--- config.mk ---
export PLATFORM = sky130hd
export DESIGN_NAME = gpio_controller_with_pin_reservation_top_flat
export DESIGN_NICKNAME = d
export VERILOG_FILES = /design/src/gpr_pkg.sv /design/src/gpr_if.sv /design/src/gpr_in_stage.sv /design/src/gpr_core.sv /design/src/gpr_out_stage.sv /design/src/gpio_controller_with_pin_reservation_top.sv /design/src/flat_wrapper.sv
export SDC_FILE = /design/constraint.sdc
export NUM_CORES = 1
export LEC_CHECK = 0
export BUFFER_PORTS_ARGS = -buffer_cell sky130_fd_sc_hd__buf_2
export CAP_MARGIN = 15
export CORE_AREA = 4 4 149 151
export CTS_BUF_LIST = sky130_fd_sc_hd__clkbuf_4 sky130_fd_sc_hd__clkbuf_8
export DETAILED_ROUTE_END_ITERATION = 10
export DIE_AREA = 0 0 153 155
export PLACE_DENSITY = 0.78
export SLEW_MARGIN = 20
export SYNTH_ARGS = -nofsm -noshare
export SYNTH_HDL_FRONTEND = slang
export SYNTH_SLANG_ARGS = --single-unit
--- constraint.sdc ---
create_clock -name clk -period 4.3 [get_ports clk]
set_input_delay 1.075 -clock clk [delete_from_list [all_inputs] [get_ports clk]]
set_output_delay 1.075 -clock clk [all_outputs]
set_load 0.05 [all_outputs]
--- src/gpr_pkg.sv ---
// ----------------------------------------------------------------------------
// gpr_pkg
// Shared types and codes for the GPIO controller with pin reservation.
// ----------------------------------------------------------------------------
`default_nettype none

package gpr_pkg;

  localparam int REQ_W         = 4;
  localparam int PORT_W        = 3;
  localparam int PIN_W         = 4;
  localparam int BYTE_W        = 8;
  localparam int STAT_W        = 3;
  localparam int PINS_PER_PORT = 8;

  typedef enum logic [REQ_W-1:0] {
    REQ_INIT     = 4'd0,
    REQ_RESERVE  = 4'd1,
    REQ_RELEASE  = 4'd2,
    REQ_PORT_DIR = 4'd3,
    REQ_PIN_DIR  = 4'd4,
    REQ_PORT_VAL = 4'd5,
    REQ_PIN_VAL  = 4'd6,
    REQ_TOGGLE   = 4'd7,
    REQ_READ_PIN = 4'd8
  } req_t;

  typedef enum logic [STAT_W-1:0] {
    ST_OK           = 3'd0,
    ST_NOT_INIT     = 3'd1,
    ST_INVALID      = 3'd2,
    ST_RESERVED     = 3'd3,
    ST_NOT_RESERVED = 3'd4
  } stat_t;

  typedef struct packed {
    logic [REQ_W-1:0]  req_type;
    logic [PORT_W-1:0] port;
    logic [PIN_W-1:0]  pin;
    logic [BYTE_W-1:0] byte_value;
    logic              bit_value;
    logic [BYTE_W-1:0] pad_byte;
  } item_t;

  typedef struct packed {
    stat_t             status;
    logic              read_bit;
    logic [BYTE_W-1:0] drive_byte;
    logic [BYTE_W-1:0] dir_byte;
  } result_t;

endpackage

`default_nettype wire

--- src/gpr_if.sv ---
// ----------------------------------------------------------------------------
// gpr_if
// Valid/ready channels for request items and result items.
// ----------------------------------------------------------------------------
`default_nettype none

interface gpr_in_if;
  logic       valid;
  logic       ready;
  logic [3:0] req_type;
  logic [2:0] port;
  logic [3:0] pin;
  logic [7:0] byte_value;
  logic       bit_value;
  logic [7:0] pad_byte;

  modport source (output valid, output req_type, output port, output pin,
                  output byte_value, output bit_value, output pad_byte,
                  input ready);
  modport sink   (input valid, input req_type, input port, input pin,
                  input byte_value, input bit_value, input pad_byte,
                  output ready);
endinterface

interface gpr_out_if;
  logic       valid;
  logic       ready;
  logic [2:0] status;
  logic       read_bit;
  logic [7:0] drive_byte;
  logic [7:0] dir_byte;

  modport source (output valid, output status, output read_bit,
                  output drive_byte, output dir_byte, input ready);
  modport sink   (input valid, input status, input read_bit,
                  input drive_byte, input dir_byte, output ready);
endinterface

`default_nettype wire

--- src/gpr_in_stage.sv ---
// ----------------------------------------------------------------------------
// gpr_in_stage
// Input register for request items.
// ----------------------------------------------------------------------------
`default_nettype none

module gpr_in_stage (
  input  wire logic          clk,
  input  wire logic          rst_n,
  gpr_in_if.sink             in_ch,
  input  wire logic          adv,
  output gpr_pkg::item_t     item,
  output logic               item_v
);
  import gpr_pkg::*;

  logic  in_v_r;
  logic  in_v_nxt;
  item_t in_pl_r;
  logic  take;

  // slot frees up when the held item moves on this cycle
  assign in_ch.ready = !in_v_r || adv;
  assign take        = in_ch.valid && in_ch.ready;
  assign in_v_nxt    = take ? 1'b1 : (adv ? 1'b0 : in_v_r);

  always_ff @(posedge clk) begin
    if (!rst_n) begin
      in_v_r <= 1'b0;
    end else begin
      in_v_r <= in_v_nxt;
    end
  end

  always_ff @(posedge clk) begin
    if (take) begin
      in_pl_r.req_type   <= in_ch.req_type;
      in_pl_r.port       <= in_ch.port;
      in_pl_r.pin        <= in_ch.pin;
      in_pl_r.byte_value <= in_ch.byte_value;
      in_pl_r.bit_value  <= in_ch.bit_value;
      in_pl_r.pad_byte   <= in_ch.pad_byte;
    end
  end

  assign item   = in_pl_r;
  assign item_v = in_v_r;

endmodule

`default_nettype wire

--- src/gpr_core.sv ---
// ----------------------------------------------------------------------------
// gpr_core
// Port state (reservation, direction, output) and the request decode.
// ----------------------------------------------------------------------------
`default_nettype none

module gpr_core #(
  parameter int NUM_PORTS = 7
) (
  input  wire logic            clk,
  input  wire logic            rst_n,
  input  wire gpr_pkg::item_t  item,
  input  wire logic            fire,
  output gpr_pkg::result_t     res
);
  import gpr_pkg::*;

  localparam int IDX_W = (NUM_PORTS > 1) ? $clog2(NUM_PORTS) : 1;
  localparam logic [PORT_W:0] PORT_LIM = (PORT_W+1)'(NUM_PORTS);

  logic              ready_r;
  logic [BYTE_W-1:0] res_map_r [NUM_PORTS];
  logic [BYTE_W-1:0] dir_r     [NUM_PORTS];
  logic [BYTE_W-1:0] out_r     [NUM_PORTS];

  logic [IDX_W-1:0]  idx;
  logic              port_ok;
  logic              pin_ok;
  logic              pin_req;
  logic              init_go;
  logic [BYTE_W-1:0] mask;
  logic [BYTE_W-1:0] cur_res;
  logic [BYTE_W-1:0] cur_dir;
  logic [BYTE_W-1:0] cur_out;
  logic [BYTE_W-1:0] new_res;
  logic [BYTE_W-1:0] new_dir;
  logic [BYTE_W-1:0] new_out;
  stat_t             status;
  logic              rbit;

  assign idx     = item.port[IDX_W-1:0];
  assign port_ok = {1'b0, item.port} < PORT_LIM;
  assign pin_ok  = item.pin < PIN_W'(PINS_PER_PORT);
  assign mask    = pin_ok ? (BYTE_W'(1) << item.pin[2:0]) : '0;
  assign cur_res = port_ok ? res_map_r[idx] : '0;
  assign cur_dir = port_ok ? dir_r[idx]     : '0;
  assign cur_out = port_ok ? out_r[idx]     : '0;

  always_comb begin
    case (item.req_type) inside
      REQ_RESERVE, REQ_RELEASE, REQ_PIN_DIR, REQ_PIN_VAL, REQ_TOGGLE,
      REQ_READ_PIN: pin_req = 1'b1;
      default:      pin_req = 1'b0;
    endcase
  end

  always_comb begin
    new_res = cur_res;
    new_dir = cur_dir;
    new_out = cur_out;
    status  = ST_OK;
    rbit    = 1'b0;
    init_go = 1'b0;
    if (item.req_type > REQ_READ_PIN) begin
      status = ST_INVALID;
    end else if (item.req_type == REQ_INIT) begin
      // only the first init has any effect; direction is kept
      if (!ready_r) begin
        init_go = 1'b1;
        new_res = '0;
        new_out = '0;
      end
    end else if (!ready_r) begin
      status = ST_NOT_INIT;
    end else if (!port_ok || (pin_req && !pin_ok)) begin
      status = ST_INVALID;
    end else begin
      case (item.req_type)
        REQ_RESERVE: begin
          if ((cur_res & mask) != '0) status = ST_RESERVED;
          else                        new_res = cur_res | mask;
        end
        REQ_RELEASE: new_res = cur_res & ~mask;
        REQ_PORT_DIR, REQ_PORT_VAL: begin
          // whole-port write needs any pin of the port held
          if (cur_res == '0)                      status  = ST_NOT_RESERVED;
          else if (item.req_type == REQ_PORT_DIR) new_dir = item.byte_value;
          else                                    new_out = item.byte_value;
        end
        default: begin
          if ((cur_res & mask) == '0) begin
            status = ST_NOT_RESERVED;
          end else begin
            case (item.req_type)
              REQ_PIN_DIR:  new_dir = item.bit_value ? (cur_dir | mask)
                                                     : (cur_dir & ~mask);
              REQ_PIN_VAL:  new_out = item.bit_value ? (cur_out | mask)
                                                     : (cur_out & ~mask);
              REQ_TOGGLE:   new_out = cur_out ^ mask;
              default:      rbit    = |(item.pad_byte & mask);
            endcase
          end
        end
      endcase
    end
  end

  always_ff @(posedge clk) begin
    if (!rst_n) begin
      ready_r <= 1'b0;
      for (int i = 0; i < NUM_PORTS; i++) begin
        res_map_r[i] <= '0;
        dir_r[i]     <= '0;
        out_r[i]     <= '0;
      end
    end else if (fire) begin
      if (init_go) begin
        ready_r <= 1'b1;
        for (int i = 0; i < NUM_PORTS; i++) begin
          res_map_r[i] <= '0;
          out_r[i]     <= '0;
        end
      end else if (port_ok) begin
        res_map_r[idx] <= new_res;
        dir_r[idx]     <= new_dir;
        out_r[idx]     <= new_out;
      end
    end
  end

  assign res.status     = status;
  assign res.read_bit   = rbit;
  assign res.drive_byte = new_out;
  assign res.dir_byte   = new_dir;

endmodule

`default_nettype wire

--- src/gpr_out_stage.sv ---
// ----------------------------------------------------------------------------
// gpr_out_stage
// Result register driving the result channel.
// ----------------------------------------------------------------------------
`default_nettype none

module gpr_out_stage (
  input  wire logic              clk,
  input  wire logic              rst_n,
  input  wire gpr_pkg::result_t  res,
  input  wire logic              load,
  output logic                   can_load,
  gpr_out_if.source              out_ch
);
  import gpr_pkg::*;

  logic    out_v_r;
  logic    out_v_nxt;
  result_t res_r;

  assign can_load  = !out_v_r || out_ch.ready;
  assign out_v_nxt = load ? 1'b1 : (out_ch.ready ? 1'b0 : out_v_r);

  always_ff @(posedge clk) begin
    if (!rst_n) begin
      out_v_r <= 1'b0;
    end else begin
      out_v_r <= out_v_nxt;
    end
  end

  always_ff @(posedge clk) begin
    if (load) begin
      res_r <= res;
    end
  end

  assign out_ch.valid      = out_v_r;
  assign out_ch.status     = res_r.status;
  assign out_ch.read_bit   = res_r.read_bit;
  assign out_ch.drive_byte = res_r.drive_byte;
  assign out_ch.dir_byte   = res_r.dir_byte;

endmodule

`default_nettype wire

--- src/gpio_controller_with_pin_reservation_top.sv ---
// ----------------------------------------------------------------------------
// gpio_controller_with_pin_reservation_top
// GPIO controller for NUM_PORTS 8-bit ports with a pin reservation map.
// ----------------------------------------------------------------------------
// Usage:
//   in_ch carries one request item (req_type, port, pin, byte_value,
//   bit_value, pad_byte); out_ch returns exactly one result item per
//   request (status, read_bit, drive_byte, dir_byte), in request order.
//   An item taken from in_ch waits in the input register; when it advances
//   it is decoded and applied to the port state, and its result is loaded
//   into the result register that drives out_ch.
//   Throughput is 1 item per cycle unless out_ch stalls: each request but
//   init is one read-modify-write of one port's bytes between the input
//   and result registers, so back-to-back requests see each other's updates.
//   Reset clears the ready flag and all reservation, direction and output
//   bytes; nothing but init succeeds until the first init request.
//   When out_ch stalls, the result register holds and one more item can
//   wait in the input register; after that in_ch.ready drops.
// ----------------------------------------------------------------------------
`default_nettype none

module gpio_controller_with_pin_reservation_top #(
  parameter int NUM_PORTS = 7
) (
  input  wire logic   clk,
  input  wire logic   rst_n,
  gpr_in_if.sink      in_ch,
  gpr_out_if.source   out_ch
);
  import gpr_pkg::*;

  item_t   item;
  logic    item_v;
  logic    can_load;
  logic    adv;
  result_t res;

  assign adv = item_v && can_load;

  gpr_in_stage u_in (
    .clk    (clk),
    .rst_n  (rst_n),
    .in_ch  (in_ch),
    .adv    (adv),
    .item   (item),
    .item_v (item_v)
  );

  gpr_core #(
    .NUM_PORTS (NUM_PORTS)
  ) u_core (
    .clk   (clk),
    .rst_n (rst_n),
    .item  (item),
    .fire  (adv),
    .res   (res)
  );

  gpr_out_stage u_out (
    .clk      (clk),
    .rst_n    (rst_n),
    .res      (res),
    .load     (adv),
    .can_load (can_load),
    .out_ch   (out_ch)
  );

endmodule

`default_nettype wire
--- src/flat_wrapper.sv ---
// flat-port wrapper written by rule: the top's interface ports become plain ports
module gpio_controller_with_pin_reservation_top_flat import gpr_pkg::*;
#(
  parameter int NUM_PORTS = 7
)
  (clk, rst_n, in_ch_valid, in_ch_req_type, in_ch_port, in_ch_pin, in_ch_byte_value, in_ch_bit_value, in_ch_pad_byte, in_ch_ready, out_ch_valid, out_ch_status, out_ch_read_bit, out_ch_drive_byte, out_ch_dir_byte, out_ch_ready);
  gpr_in_if in_ch_i ();
  gpr_out_if out_ch_i ();
  input  wire logic clk;
  input  wire logic rst_n;
  input wire logic [$bits(in_ch_i.valid)-1:0] in_ch_valid;
  input wire logic [$bits(in_ch_i.req_type)-1:0] in_ch_req_type;
  input wire logic [$bits(in_ch_i.port)-1:0] in_ch_port;
  input wire logic [$bits(in_ch_i.pin)-1:0] in_ch_pin;
  input wire logic [$bits(in_ch_i.byte_value)-1:0] in_ch_byte_value;
  input wire logic [$bits(in_ch_i.bit_value)-1:0] in_ch_bit_value;
  input wire logic [$bits(in_ch_i.pad_byte)-1:0] in_ch_pad_byte;
  output wire logic [$bits(in_ch_i.ready)-1:0] in_ch_ready;
  output wire logic [$bits(out_ch_i.valid)-1:0] out_ch_valid;
  output wire logic [$bits(out_ch_i.status)-1:0] out_ch_status;
  output wire logic [$bits(out_ch_i.read_bit)-1:0] out_ch_read_bit;
  output wire logic [$bits(out_ch_i.drive_byte)-1:0] out_ch_drive_byte;
  output wire logic [$bits(out_ch_i.dir_byte)-1:0] out_ch_dir_byte;
  input wire logic [$bits(out_ch_i.ready)-1:0] out_ch_ready;
  assign in_ch_i.valid = in_ch_valid;
  assign in_ch_i.req_type = in_ch_req_type;
  assign in_ch_i.port = in_ch_port;
  assign in_ch_i.pin = in_ch_pin;
  assign in_ch_i.byte_value = in_ch_byte_value;
  assign in_ch_i.bit_value = in_ch_bit_value;
  assign in_ch_i.pad_byte = in_ch_pad_byte;
  assign in_ch_ready = in_ch_i.ready;
  assign out_ch_valid = out_ch_i.valid;
  assign out_ch_status = out_ch_i.status;
  assign out_ch_read_bit = out_ch_i.read_bit;
  assign out_ch_drive_byte = out_ch_i.drive_byte;
  assign out_ch_dir_byte = out_ch_i.dir_byte;
  assign out_ch_i.ready = out_ch_ready;
  gpio_controller_with_pin_reservation_top #(.NUM_PORTS(NUM_PORTS)) u_core (.clk(clk), .rst_n(rst_n), .in_ch(in_ch_i), .out_ch(out_ch_i));
endmodule
==> summary.txt <==
Run status
  • Status: complete, no violations

Clock tree
  • Hold-fix buffers, CTS: 0
  • Root buf cell: clkbuf_8
  • H-tree lvl count: 2
  • Post-CTS sizing: 0
  • CTS tree: done
  • CTS Buf Count: 41
  • Post-CTS setup buffer count: 0
  • Clock Tree Buf Depth: 3
  • Worst-path clk slew: 0.06 ns
  • Skew-Pair Late Insertion Delay: 0.56 ns
  • Clock sinks: 246

Logic synthesis
  • Leading area contributor after synthesis: edfxtp_1
  • Synth area leaders: edfxtp_1 59%, mux4_2 5.9%, nor2_1 5.5%, mux2i_1 3.6%, dfxtp_1 2.4%
  • Syn_area_per_cell: about 13 um2
  • Seq/Total Area, Yosys: around three fifths
  • Mapped Area: 11800 um2
  • Top cell type's share of synthesized area: between 50% and 60%
  • Post-synthesis instance total: between 900 and 1000
  • Top_reg_cell synth: edfxtp_1
  • Synthesized flop and latch total: ~250
  • Post-synth EDFFs: between 200 and 250
  • Warnings from Yosys: 0
  • Async S/R FF share, synth: 0%
  • Count of unique library cells instantiated by Yosys: 77

Placed design
  • DP HPWL: 20700 um
  • DP Worst Slack: between 0.7 and 0.8 ns
  • Routability cong.: ~1.0
  • IO Port Bufs: 53

Power and ir drop
  • PD cells: 431 nW/um2
  • Leak: 5.02 nW
  • Combinational share of power: ~13%
  • Tot Pwr: about 5.8 mW
  • Switching share of power: roughly 26%
  • Seq pwr share: roughly 49%
  • Peak VDD IR: 0.236 mV
  • Psw: around 1.5 mW
  • Clk pwr share: 38.2%
  • Internal cell power: 4.26 mW

STA
  • Final Worst Setup Slack: about 0.66 ns
  • Setup TNS: 0 ns
  • Worst Skew: between 0.02 and 0.025 ns
  • Fmax: roughly 270 MHz
  • Minimum clock period: 3.64 ns
  • Slew @ Worst Pin: 0.971 ns
  • Rel. slew slack: around a third
  • Hold Fails Final Rpt: 0
  • Tcrit/Tclk final: between 80% and 90%
  • RSZ-0062 raised after global routing: no
  • Slew Viols, Final: 0
  • Endpoints failing setup: 0

Layout
  • Fin util: roughly 64%
  • Most common cell after layout, fill and taps aside: edfxtp_1
  • # fillers: 1595
  • Commonest non-fill, non-tap cells in the layout: 232 x edfxtp_1, 172 x nor2_1, 62 x nand2_1
  • Ant diodes: 0
  • Final nets: approximately 1100
  • Share of cells above drive strength 1: ~22%
  • Synth-to-Final Area Change: 13.5%

Detailed routing
  • Number of remaining DRC errors: 0
  • Vias per cell: between 6 and 7
  • DR iter-0 viols: about 960
  • Vias after detailed routing: around 8400
  • Wirelength, routed: about 31000 um
  • Drt wl/cell: ~23 um
  • First-pass DRT Iterations: 5
  • Post-DRT Antenna Nets: 0

Setup path
  • CP bufs+invs: 0
  • Setup slack, reg-to-reg: ~0.66 ns
  • CP required: around 4.6 ns
  • CP arrival: 3.92 ns
  • CP max FO: 21
  • Top cell family by delay on the critical path: simple AND/OR/NAND/NOR gates
  • CP startpoint kind: flop
  • CP max-delay cell: a211oi_2
  • Crit. End Element: flop
  • Kind of critical path: flop to flop
  • Crit-path max cell delay: between 0.6 and 0.7 ns
  • WP depth: 7
  • Cell-by-cell trace of the critical path: or3_1 -> xnor2_2 -> and3_1 -> and2_1 -> a31oi_1 -> a211oi_2 -> nor3_1
  • Reg2reg path depth: 7

Floorplanning
  • Row count: between 50 and 60
  • Die Span Y: ~160 um
  • Ports: 54
  • Area of the die: ~24000 um2
  • Width of the die: 153 um
  • Initial core utilization: 56.5%
  • CORE AREA: 20800 um2

Global routing
  • Initial antenna violation count: 0
  • First-pass GRT wire length: around 48000 um
  • Vias in the first global route: around 8500
  • Tot GR Track Use: a little over a quarter
  • Largest net degree at the start of global routing: 30
  • Gr ovfl total: 0

Hold path
  • Worst hold path type: flop to flop
  • Worst hold path cell count: 2

Job
  • Max cap viols: 0
## Yosys cell counts, drive strengths merged (3+ instances only)
cell and n:
mux2i 43, a21oi 43, a31oi 4, or2 5
o2bb2ai 4, buf 28, o211ai 7, nor3 22
nand2b 3, o2111a 4, nand4 14, dfxtp 14
o22ai 3, edfxtp 232, or3 3, mux2 11
o2111ai 3, a22oi 14, and2 4, a211oi 16
nand4b 3, and4 3, nor2b 8, nand3 27
mux4 31, nand2 62, clkbuf 32, inv 27
o31ai 3, o311a 7, nor4b 5, and3 10
nor2 173, a21o 3, o21ai 28, nand3b 3
## metrics by stage
stage | cells | cell area, um2 | hold WS [ns]
6_report | 1335 | 13300 | 0.500
5_1_grt | 1335 | 13300 | 0.537
4_1_cts | 1335 | 13300 | 0.499
3_5_place_dp | 1260 | 12500 | 0.490
3_3_place_gp | 1260 | 12500 | 0.472
2_1_floorplan | 957 | 11800 | 0.456
## flip-flops by register name, summed over array words and instances, names as in the netlist, named ones only
register / cells
u_core.u_core.dir_r: 64
u_core.u_core.res_map_r: 64
u_core.u_in.item_v: 1
u_core.u_out.out_ch.drive_byte: 8
u_core.u_out.out_ch.read_bit: 1
u_core.u_core.out_r: 64
u_core.u_out.out_ch.dir_byte: 8
u_core.u_out.out_ch.valid: 1
u_core.u_in.item: 28
u_core.u_out.out_ch.status: 3
u_core.u_core.ready_r: 1
## metal layers
layer	share of wire [%]	routed length (um)	vias up	track usage (%)
met2	48	14600	433	42.2
met3	9.3	2850	82	6.26
met1	40	12400	4178	35.9
met4	3.0	911	0	8.23
met5	0	0	-	0
li1	-	-	3711	-
## power groups by stage
stage          Combinational, mW  Sequential [mW]  Clock (mW)
3_5_place_dp               0.709             2.88           0
5_1_grt                    0.775             2.84        2.36
6_report                   0.725             2.83        2.20
3_3_place_gp               0.699             2.87           0
4_1_cts                    0.714             2.83        2.22
2_1_floorplan              0.470             2.88           0
## cell type report
type	instances	area [um2]	share of cell area (%)
clock inverters	6	67.6	0.506
well taps	275	344	2.58
clock buffers	69	818	6.13
repair buffers	88	541	4.05
flip-flops and latches	246	7250	54.3
inverters	27	101	0.759
multi-input cells	624	4220	31.6
## tightest hold or removal path, cell delays in order, from the launching register on
cell	delay [ns]
dfxtp_1	0.31
nand3_1	0.07
o31ai_2	0.06
## kinds of logic after synthesis
group | Yosys count | synth area share, %
simple gates | 355 | 14.2
flops | 246 | 61.6
compound gates | 157 | 9.86
buf+inv | 87 | 3.27
mux | 85 | 10.7
xor+xnor | 2 | 0.213
fa+ha+maj | 1 | 0.0851
other cells | 1 | 0.0319
## worst paths after layout
kind | from | to
setup / recovery | u_core.u_in.item[25] | u_core.u_core.dir_r[7][7]
hold / removal | u_core.u_core.dir_r[6][7] | u_core.u_core.dir_r[6][7]
setup reg to reg | u_core.u_in.item[25] | u_core.u_core.dir_r[7][7]
hold reg to reg | u_core.u_core.dir_r[6][7] | u_core.u_core.dir_r[6][7]
(Power assumes the default switching activity.)
